## config.mk

```make
export PLATFORM = sky130hd
export DESIGN_NAME = sensor_registry_with_aging
export DESIGN_NICKNAME = d
export VERILOG_FILES = /design/src/design/srwa_pkg.sv /design/src/design/sensor_registry_with_aging.sv /design/src/design/srwa_engine.sv
export SDC_FILE = /design/constraint.sdc
export NUM_CORES = 1
export LEC_CHECK = 0
export BUFFER_PORTS_ARGS = -buffer_cell sky130_fd_sc_hd__buf_2
export CORE_MARGIN = 2
export CORE_UTILIZATION = 55
export DETAILED_ROUTE_END_ITERATION = 16
export PLACE_DENSITY_LB_ADDON = 0.08
export SLEW_MARGIN = 30
export SYNTH_ARGS = -nofsm -noshare
export SYNTH_HDL_FRONTEND = slang
export SYNTH_SLANG_ARGS = --single-unit
```

## constraint.sdc

```tcl
create_clock -name clk -period 14.1 [get_ports clk]
set_input_delay 2.115 -clock clk [delete_from_list [all_inputs] [get_ports clk]]
set_output_delay 2.115 -clock clk [all_outputs]
set_load 0.05 [all_outputs]
```

## src/design/srwa_pkg.sv

```systemverilog
`timescale 1ns / 1ps
// ----------------------------------------------------------------------------
// Sensor registry package
// Shared types, widths and codes of the sensor registry with aging.
// ----------------------------------------------------------------------------
package srwa_pkg;

    localparam int SLOTS_DEFAULT = 8;
    localparam logic [31:0] TIMEOUT_RESET = 32'd30000;

    localparam int TIME_W   = 32;
    localparam int MAC_W    = 48;
    localparam int CNT_W    = 3;
    localparam int LEVEL_W  = 16;
    localparam int TEMP_W   = 16;
    localparam int CAT_W    = 8;
    localparam int STATUS_W = 2;
    localparam int INDEX_W  = 3;
    localparam int TALLY_W  = 4;

    localparam int S_DATA_W = 128;
    localparam int M_DATA_W = 40;

    typedef enum logic
    {
        CMD_REPORT = 1'b0,
        CMD_SWEEP  = 1'b1
    } cmd_t;

    typedef enum logic [STATUS_W-1:0]
    {
        STAT_UPDATED = 2'd0,
        STAT_NEW     = 2'd1,
        STAT_FULL    = 2'd2,
        STAT_SWEEP   = 2'd3
    } status_t;

    localparam logic [CAT_W-1:0] CAT_ALERT = 8'd2;

    typedef struct packed
    {
        cmd_t                      cmd;
        logic [TIME_W-1:0]         now_time;
        logic [MAC_W-1:0]          sensor_mac;
        logic [CNT_W-1:0]          value_count;
        logic [LEVEL_W-1:0]        water_level;
        logic signed [TEMP_W-1:0]  temperature;
        logic [CAT_W-1:0]          category;
    } item_t;

    typedef struct packed
    {
        status_t              status;
        logic [INDEX_W-1:0]   slot_index;
        logic [LEVEL_W-1:0]   stored_level;
        logic [CAT_W-1:0]     stored_category;
        logic                 red_lamp;
        logic [TALLY_W-1:0]   expired_count;
        logic [TALLY_W-1:0]   active_total;
    } result_t;

    // One slot as it sits in the slot memory.
    typedef struct packed
    {
        logic [CAT_W-1:0]     cat;
        logic [TEMP_W-1:0]    temp;
        logic [LEVEL_W-1:0]   level;
        logic [TIME_W-1:0]    last_seen;
        logic [MAC_W-1:0]     key;
    } slot_word_t;

endpackage

```

## src/design/sensor_registry_with_aging.sv

```systemverilog
`timescale 1ns / 1ps
// ----------------------------------------------------------------------------
// Sensor registry with aging
// Keyed table of sensor slots with report updates and timeout sweeps.
// ----------------------------------------------------------------------------
//  channel   direction  signals                           word
//  s_*       in         s_tvalid s_tready s_tdata s_tuser one report or sweep
//  m_*       out        m_tvalid m_tready m_tdata m_tuser one result per item
//  cfg_*     in         cfg_valid cfg_ready cfg_data      timeout_ms register
//
// Each item walks the slot memory with one read per cycle; a written report
// then does a read-modify-write of the chosen slot. One item is in work at
// a time; the next is taken once the result has moved to the output
// register, which holds it while m_tready is low.
// Reset clears all slots, the active count, the lamp and sets the timeout to
// 30000 ms. Configuration writes are always taken.
// ----------------------------------------------------------------------------
module sensor_registry_with_aging #(
    parameter int SLOTS = srwa_pkg::SLOTS_DEFAULT
) (
    input  logic                           clk,
    input  logic                           rst_n,
    input  logic                           s_tvalid,
    output logic                           s_tready,
    // now_time, sensor_mac, value_count, water_level, temperature, category
    input  logic [srwa_pkg::S_DATA_W-1:0]  s_tdata,
    // cmd
    input  logic                           s_tuser,
    output logic                           m_tvalid,
    input  logic                           m_tready,
    // slot_index, stored_level, stored_category, red_lamp, expired_count,
    // active_total
    output logic [srwa_pkg::M_DATA_W-1:0]  m_tdata,
    // status
    output logic [srwa_pkg::STATUS_W-1:0]  m_tuser,
    input  logic                           cfg_valid,
    output logic                           cfg_ready,
    input  logic [srwa_pkg::TIME_W-1:0]    cfg_data
);

    logic [srwa_pkg::TIME_W-1:0] timeout_reg;
    logic                        out_valid_reg;
    srwa_pkg::result_t           out_reg;
    srwa_pkg::item_t             item;
    srwa_pkg::result_t           res;
    logic                        res_valid;
    logic                        res_ready;

    assign item.cmd         = srwa_pkg::cmd_t'(s_tuser);
    assign item.now_time    = s_tdata[31:0];
    assign item.sensor_mac  = s_tdata[79:32];
    assign item.value_count = s_tdata[82:80];
    assign item.water_level = s_tdata[98:83];
    assign item.temperature = s_tdata[114:99];
    assign item.category    = s_tdata[122:115];

    srwa_engine #(
        .SLOTS (SLOTS)
    ) u_engine (
        .clk        (clk),
        .rst_n      (rst_n),
        .item_valid (s_tvalid),
        .item_ready (s_tready),
        .item       (item),
        .timeout_ms (timeout_reg),
        .res_valid  (res_valid),
        .res_ready  (res_ready),
        .res        (res)
    );

    assign cfg_ready = 1'b1;
    assign res_ready = !out_valid_reg || m_tready;

    always_ff @(posedge clk or negedge rst_n)
    begin
        if (!rst_n)
        begin
            timeout_reg   <= srwa_pkg::TIMEOUT_RESET;
            out_valid_reg <= 1'b0;
        end
        else
        begin
            if (cfg_valid && cfg_ready)
            begin
                timeout_reg <= cfg_data;
            end
            if (res_ready)
            begin
                out_valid_reg <= res_valid;
            end
        end
    end

    always_ff @(posedge clk)
    begin
        if (res_valid && res_ready)
        begin
            out_reg <= res;
        end
    end

    assign m_tvalid = out_valid_reg;
    assign m_tuser  = out_reg.status;
    assign m_tdata  = {4'b0000,
                       out_reg.active_total,
                       out_reg.expired_count,
                       out_reg.red_lamp,
                       out_reg.stored_category,
                       out_reg.stored_level,
                       out_reg.slot_index};

endmodule

```

## src/design/srwa_engine.sv

```systemverilog
`timescale 1ns / 1ps
// ----------------------------------------------------------------------------
// Sensor registry engine
// Slot memory plus the sequencer that walks it for lookup, allocation,
// read-modify-write of a slot and the aging sweep.
// ----------------------------------------------------------------------------
module srwa_engine #(
    parameter int SLOTS = srwa_pkg::SLOTS_DEFAULT
) (
    input  logic                         clk,
    input  logic                         rst_n,
    input  logic                         item_valid,
    output logic                         item_ready,
    input  srwa_pkg::item_t              item,
    input  logic [srwa_pkg::TIME_W-1:0]  timeout_ms,
    output logic                         res_valid,
    input  logic                         res_ready,
    output srwa_pkg::result_t            res
);

    localparam int IW = (SLOTS > 1) ? $clog2(SLOTS) : 1;
    localparam int CW = $clog2(SLOTS + 1);
    localparam logic [CW-1:0] LAST_PTR = CW'(SLOTS);

    typedef enum logic [4:0]
    {
        ST_IDLE   = 5'b00001,
        ST_SCAN   = 5'b00010,
        ST_FETCH  = 5'b00100,
        ST_MODIFY = 5'b01000,
        ST_DONE   = 5'b10000
    } state_t;

    state_t               state_reg, state_next;
    logic [CW-1:0]        ptr_reg, ptr_next;
    logic                 chk_vld_reg, chk_vld_next;
    logic [IW-1:0]        chk_idx_reg, chk_idx_next;
    logic                 hit_found_reg, hit_found_next;
    logic [IW-1:0]        hit_idx_reg, hit_idx_next;
    logic                 free_found_reg, free_found_next;
    logic [IW-1:0]        free_idx_reg, free_idx_next;
    logic [IW-1:0]        target_reg, target_next;
    logic                 is_new_reg, is_new_next;
    logic [CW-1:0]        expired_reg, expired_next;
    logic [CW-1:0]        active_reg, active_next;
    logic                 lamp_reg, lamp_next;
    logic [SLOTS-1:0]     valid_reg, valid_next;
    logic [SLOTS-1:0]     written_reg, written_next;
    srwa_pkg::result_t    result_reg, result_next;
    srwa_pkg::item_t      item_reg;

    srwa_pkg::slot_word_t mem_array [SLOTS];
    srwa_pkg::slot_word_t rd_data_reg;
    logic [IW-1:0]        rd_addr;
    logic                 mem_we;
    srwa_pkg::slot_word_t mem_wdata;

    srwa_pkg::slot_word_t old_word;
    srwa_pkg::slot_word_t new_word;
    logic [srwa_pkg::TIME_W-1:0] age;
    logic                 slot_live;
    logic [CW-1:0]        active_inc;

    always_ff @(posedge clk)
    begin
        if (mem_we)
        begin
            mem_array[target_reg] <= mem_wdata;
        end
        rd_data_reg <= mem_array[rd_addr];
    end

    always_ff @(posedge clk)
    begin
        if (item_valid && item_ready)
        begin
            item_reg <= item;
        end
    end

    always_ff @(posedge clk or negedge rst_n)
    begin
        if (!rst_n)
        begin
            state_reg      <= ST_IDLE;
            ptr_reg        <= '0;
            chk_vld_reg    <= 1'b0;
            chk_idx_reg    <= '0;
            hit_found_reg  <= 1'b0;
            hit_idx_reg    <= '0;
            free_found_reg <= 1'b0;
            free_idx_reg   <= '0;
            target_reg     <= '0;
            is_new_reg     <= 1'b0;
            expired_reg    <= '0;
            active_reg     <= '0;
            lamp_reg       <= 1'b0;
            valid_reg      <= '0;
            written_reg    <= '0;
            result_reg     <= '0;
        end
        else
        begin
            state_reg      <= state_next;
            ptr_reg        <= ptr_next;
            chk_vld_reg    <= chk_vld_next;
            chk_idx_reg    <= chk_idx_next;
            hit_found_reg  <= hit_found_next;
            hit_idx_reg    <= hit_idx_next;
            free_found_reg <= free_found_next;
            free_idx_reg   <= free_idx_next;
            target_reg     <= target_next;
            is_new_reg     <= is_new_next;
            expired_reg    <= expired_next;
            active_reg     <= active_next;
            lamp_reg       <= lamp_next;
            valid_reg      <= valid_next;
            written_reg    <= written_next;
            result_reg     <= result_next;
        end
    end

    // A slot that was never written reads as all zero.
    assign old_word   = written_reg[target_reg] ? rd_data_reg : '0;
    assign age        = item_reg.now_time - rd_data_reg.last_seen;
    assign slot_live  = valid_reg[chk_idx_reg];
    assign active_inc = active_reg + CW'(1);

    always_comb
    begin
        new_word           = old_word;
        new_word.key       = item_reg.sensor_mac;
        new_word.last_seen = item_reg.now_time;
        if (item_reg.value_count >= 3'd1)
        begin
            new_word.level = item_reg.water_level;
        end
        if (item_reg.value_count >= 3'd2)
        begin
            new_word.temp = item_reg.temperature;
        end
        if (item_reg.value_count >= 3'd3)
        begin
            new_word.cat = item_reg.category;
        end
    end

    always_comb
    begin
        state_next      = state_reg;
        ptr_next        = ptr_reg;
        chk_vld_next    = 1'b0;
        chk_idx_next    = chk_idx_reg;
        hit_found_next  = hit_found_reg;
        hit_idx_next    = hit_idx_reg;
        free_found_next = free_found_reg;
        free_idx_next   = free_idx_reg;
        target_next     = target_reg;
        is_new_next     = is_new_reg;
        expired_next    = expired_reg;
        active_next     = active_reg;
        lamp_next       = lamp_reg;
        valid_next      = valid_reg;
        written_next    = written_reg;
        result_next     = result_reg;
        rd_addr         = ptr_reg[IW-1:0];
        mem_we          = 1'b0;
        mem_wdata       = new_word;

        case (state_reg)
            ST_IDLE:
            begin
                if (item_valid)
                begin
                    ptr_next        = '0;
                    hit_found_next  = 1'b0;
                    free_found_next = 1'b0;
                    expired_next    = '0;
                    state_next      = ST_SCAN;
                end
            end
            ST_SCAN:
            begin
                // Issue one read per cycle; the compare runs in the cycle after its read.
                if (ptr_reg < LAST_PTR)
                begin
                    chk_vld_next = 1'b1;
                    chk_idx_next = ptr_reg[IW-1:0];
                    ptr_next     = ptr_reg + CW'(1);
                end
                if (chk_vld_reg)
                begin
                    if (item_reg.cmd == srwa_pkg::CMD_SWEEP)
                    begin
                        if (slot_live && (age > timeout_ms))
                        begin
                            valid_next[chk_idx_reg] = 1'b0;
                            expired_next            = expired_reg + CW'(1);
                            if (active_reg != '0)
                            begin
                                active_next = active_reg - CW'(1);
                            end
                        end
                    end
                    else
                    begin
                        if (slot_live && !hit_found_reg &&
                            (rd_data_reg.key == item_reg.sensor_mac))
                        begin
                            hit_found_next = 1'b1;
                            hit_idx_next   = chk_idx_reg;
                        end
                        if (!slot_live && !free_found_reg)
                        begin
                            free_found_next = 1'b1;
                            free_idx_next   = chk_idx_reg;
                        end
                    end
                end
                if ((ptr_reg == LAST_PTR) && !chk_vld_reg)
                begin
                    result_next.status          = srwa_pkg::STAT_FULL;
                    result_next.slot_index      = '0;
                    result_next.stored_level    = '0;
                    result_next.stored_category = '0;
                    result_next.red_lamp        = lamp_reg;
                    result_next.expired_count   = '0;
                    result_next.active_total    = srwa_pkg::TALLY_W'(active_reg);
                    if (item_reg.cmd == srwa_pkg::CMD_SWEEP)
                    begin
                        result_next.status        = srwa_pkg::STAT_SWEEP;
                        result_next.expired_count = srwa_pkg::TALLY_W'(expired_reg);
                        state_next                = ST_DONE;
                    end
                    else if (hit_found_reg)
                    begin
                        target_next = hit_idx_reg;
                        is_new_next = 1'b0;
                        state_next  = ST_FETCH;
                    end
                    else if (free_found_reg)
                    begin
                        target_next = free_idx_reg;
                        is_new_next = 1'b1;
                        state_next  = ST_FETCH;
                    end
                    else
                    begin
                        state_next = ST_DONE;
                    end
                end
            end
            ST_FETCH:
            begin
                rd_addr    = target_reg;
                state_next = ST_MODIFY;
            end
            ST_MODIFY:
            begin
                mem_we                   = 1'b1;
                valid_next[target_reg]   = 1'b1;
                written_next[target_reg] = 1'b1;
                if (is_new_reg)
                begin
                    active_next = active_inc;
                end
                if (new_word.cat == srwa_pkg::CAT_ALERT)
                begin
                    lamp_next = 1'b1;
                end
                else if (new_word.cat < srwa_pkg::CAT_ALERT)
                begin
                    lamp_next = 1'b0;
                end
                result_next.status          = is_new_reg ? srwa_pkg::STAT_NEW
                                                         : srwa_pkg::STAT_UPDATED;
                result_next.slot_index      = srwa_pkg::INDEX_W'(target_reg);
                result_next.stored_level    = new_word.level;
                result_next.stored_category = new_word.cat;
                result_next.red_lamp        = lamp_next;
                result_next.expired_count   = '0;
                result_next.active_total    = srwa_pkg::TALLY_W'(active_next);
                state_next                  = ST_DONE;
            end
            ST_DONE:
            begin
                if (res_ready)
                begin
                    state_next = ST_IDLE;
                end
            end
            default:
            begin
                state_next = ST_IDLE;
            end
        endcase
    end

    assign item_ready = (state_reg == ST_IDLE);
    assign res_valid  = (state_reg == ST_DONE);
    assign res        = result_reg;

endmodule

```

==> results.txt <==
Status - finished clean
Input/output buffers - 184
Synth warn - 0
Total Wirelength - 105000 um
Commonest non-fill, non-tap cell in the layout - nand2_1
Clock sink total - 1203
Largest net degree at the start of global routing - 191
Fmax - 0.182 GHz
Final Max Tran Viols - 0
Syn_area_per_cell - 12.5 um2
Clock Path Buffers - 3
# IOs - 211
Crit path required time - 14.69 ns
Starting Density - 0.556
Nets - 4186
DRC viols - 0
Layout fillers - 6578
H-tree level count - 3
All-Layer GR Usage - 0.237
First-pass GRT wire length - 163000 um
Number of CTS-inserted buffers - 120
Power density cells - 194 nW/um2
Post-synthesis cell count - 3805
Core ar. - 85300 um2
Worst-Margin Slew - 1.20 ns
Vias in the first global route - 28700
P&R area growth vs syn - 13.0%
Global route overflow - 0
Worst-path clk slew - 0.06 ns
Post-CTS Repair Setup Buffers - 0
Synth Cell Area - 47400 um2
Final hold violations - 0
TritonCTS clock tree - yes
Placer Congestion - 0.801
Die W - 298 um
Max reg flops - 832
Peak VDD IR - 0.000120 V
Class of the worst hold path - flip-flop to flip-flop
CP Capture Type - flip-flop
Sequential area share after synthesis - 0.727
Post-cts sizing count - 0
Yosys top cell by area - edfxtp_1
Synthesis-stage register bit count - 1203
Most frequent cells in the layout - 1064 x nand2_1, 978 x edfxtp_1, 565 x nand3_1, 182 x buf_2, 155 x o21ai_0
Worst skew pair latency - 0.68 ns
Async set or reset register ratio after synthesis - 0.101
DR iter-0 viols - 2494
Synth unique cells - 80
Routed wire per std cell - 20.3 um
Setup violators final - 0
Setup TNS - 0 ns
Die Y - 298 um
Post-synth EDFFs - 978
# Max-Cap Violations - 0
RSZ-0062 raised after global routing - no
Drt pass-1 iters - 7
Top-area cell type share of the netlist area - 0.619
Worst setup path category - flip-flop to flip-flop
Area contributors post-synth - edfxtp_1 62%, nand2_1 8.4%, dfrtp_1 6.0%
Main synth FF type - edfxtp_1
Worst-path maximum fanout - 14
Antenna Violating Nets Remaining - 0
Initial antenna violation count - 2
Root Driver - clkbuf_16
Via density - 5.57
Crit path DAT - 6.08 ns
Post-CTS Hold Fix Bufs - 0
Leak pwr - 0.0203 uW
Clk_skew - 0.0159 ns
DP HPWL - 55000 um
Fin crit period - 5.49 ns
Final Util - 0.628
Row count - 107
Layout cell share with drive strength beyond 1 - 0.114
Fin crit share - 0.390
Die area - 88600 um2
Slew headroom - 0.199
Vias - 29000
Startpoint types - flip-flop
report_power, final:
part	switching [uW]	internal, uW
registers	240	4270
clock network	1320	1890
logic	1750	915
worst max-delay path, cell delays in order, from the launching register on:
cell and delay, ns:
edfxtp_1 0.52, inv_1 0.11, ha_1 0.18, inv_1 0.07, fa_1 0.47, a21oi_1 0.20, nor3b_1 0.10, o211ai_1 0.32
a21oi_1 0.22, o211ai_1 0.44, a211o_1 0.19, nand3_1 0.07, ha_1 0.30, nand4_1 0.12, or4_1 0.49, o311ai_2 0.33
o21ba_4 0.21, a21oi_4 0.62, nor3_1 0.19, a31oi_1 0.24
cells in the mapped netlist (9+ instances only):
| master | count |
|---|---|
| or2_2 | 10 |
| dfxtp_1 | 104 |
| edfxtp_1 | 978 |
| nand3_1 | 565 |
| nor3_1 | 17 |
| o211ai_1 | 9 |
| nor2b_1 | 11 |
| nand2_1 | 1064 |
| a22o_1 | 26 |
| nand4_1 | 17 |
| xnor2_1 | 29 |
| xor2_1 | 39 |
| buf_1 | 9 |
| a21o_1 | 9 |
| dfrtp_1 | 113 |
| inv_1 | 88 |
| nor4_1 | 12 |
| ha_1 | 69 |
| nor2_1 | 68 |
| clkbuf_1 | 150 |
| o21ai_0 | 155 |
| buf_2 | 34 |
| a21oi_1 | 59 |
| mux2_2 | 17 |
final cells by class:
cell class	count	area [um2]	area share
Tap cell	1144	1430	0.0267
Clock inverter	58	634	0.0118
Inverter	89	339	0.00633
Antenna cell	1	2.50	0.0000467
Sequential cell	1203	34500	0.644
Clock buffer	171	3390	0.0632
Multi-Input combinational cell	2315	11900	0.222
Timing Repair Buffer	221	1370	0.0255
metrics by stage:
step | power (uW) | instances | hold slack, ns | area (um2) | setup WS, ns
3_3_place_gp | 7200 | 4967 | 0.432 | 49400 | 8.67
4_1_cts | 10500 | 5198 | 0.445 | 53500 | 8.60
6_report | 10400 | 5202 | 0.452 | 53500 | 8.61
2_1_floorplan | 6480 | 3808 | 0.421 | 47400 | 2.35
5_1_grt | 11000 | 5202 | 0.461 | 53500 | 8.17
3_5_place_dp | 7250 | 4969 | 0.430 | 49400 | 8.60
per-layer routing:
| metal | vias to the layer above | global-route usage | part of all wire | wire (um) |
|---|---|---|---|---|
| met5 | - | 0 | 0 | 0 |
| met4 | 0 | 0.0604 | 0.019 | 2000 |
| met2 | 694 | 0.396 | 0.48 | 50900 |
| li1 | 13800 | - | - | - |
| met1 | 14300 | 0.334 | 0.45 | 47600 |
| met3 | 123 | 0.0277 | 0.048 | 5030 |
kinds of logic (layout without fill, tap and decap cells):
family          Yosys count  count (layout)  share of synthesized area
compound gates          338             338                     0.0446
fa+ha+maj                70              70                     0.0186
xor+xnor                 68              68                     0.0126
buf+inv                 290             539                     0.0247
flops                  1203            1203                      0.727
simple gates           1803            1803                      0.164
mux                      31              31                    0.00810
other cells               2               6                   0.000158
worst paths after layout:
check | from | endpoint | slack [ns] | depth (start not counted)
max in group asynchronous | rst_n | u_engine.state_reg[0] | 11.35 | 4
max reg2reg | u_engine.item_reg[91] | u_engine.valid_reg[5] | 8.61 | 19
min | u_engine.res[20] | m_tdata[6] | 0.45 | 0
min reg2reg | u_engine.res[20] | m_tdata[6] | 0.45 | 0
min in group asynchronous | rst_n | timeout_reg[1] | 1.29 | 1
max | u_engine.item_reg[91] | u_engine.valid_reg[5] | 8.61 | 19
Note: power is estimated with default switching activity, not from simulation.
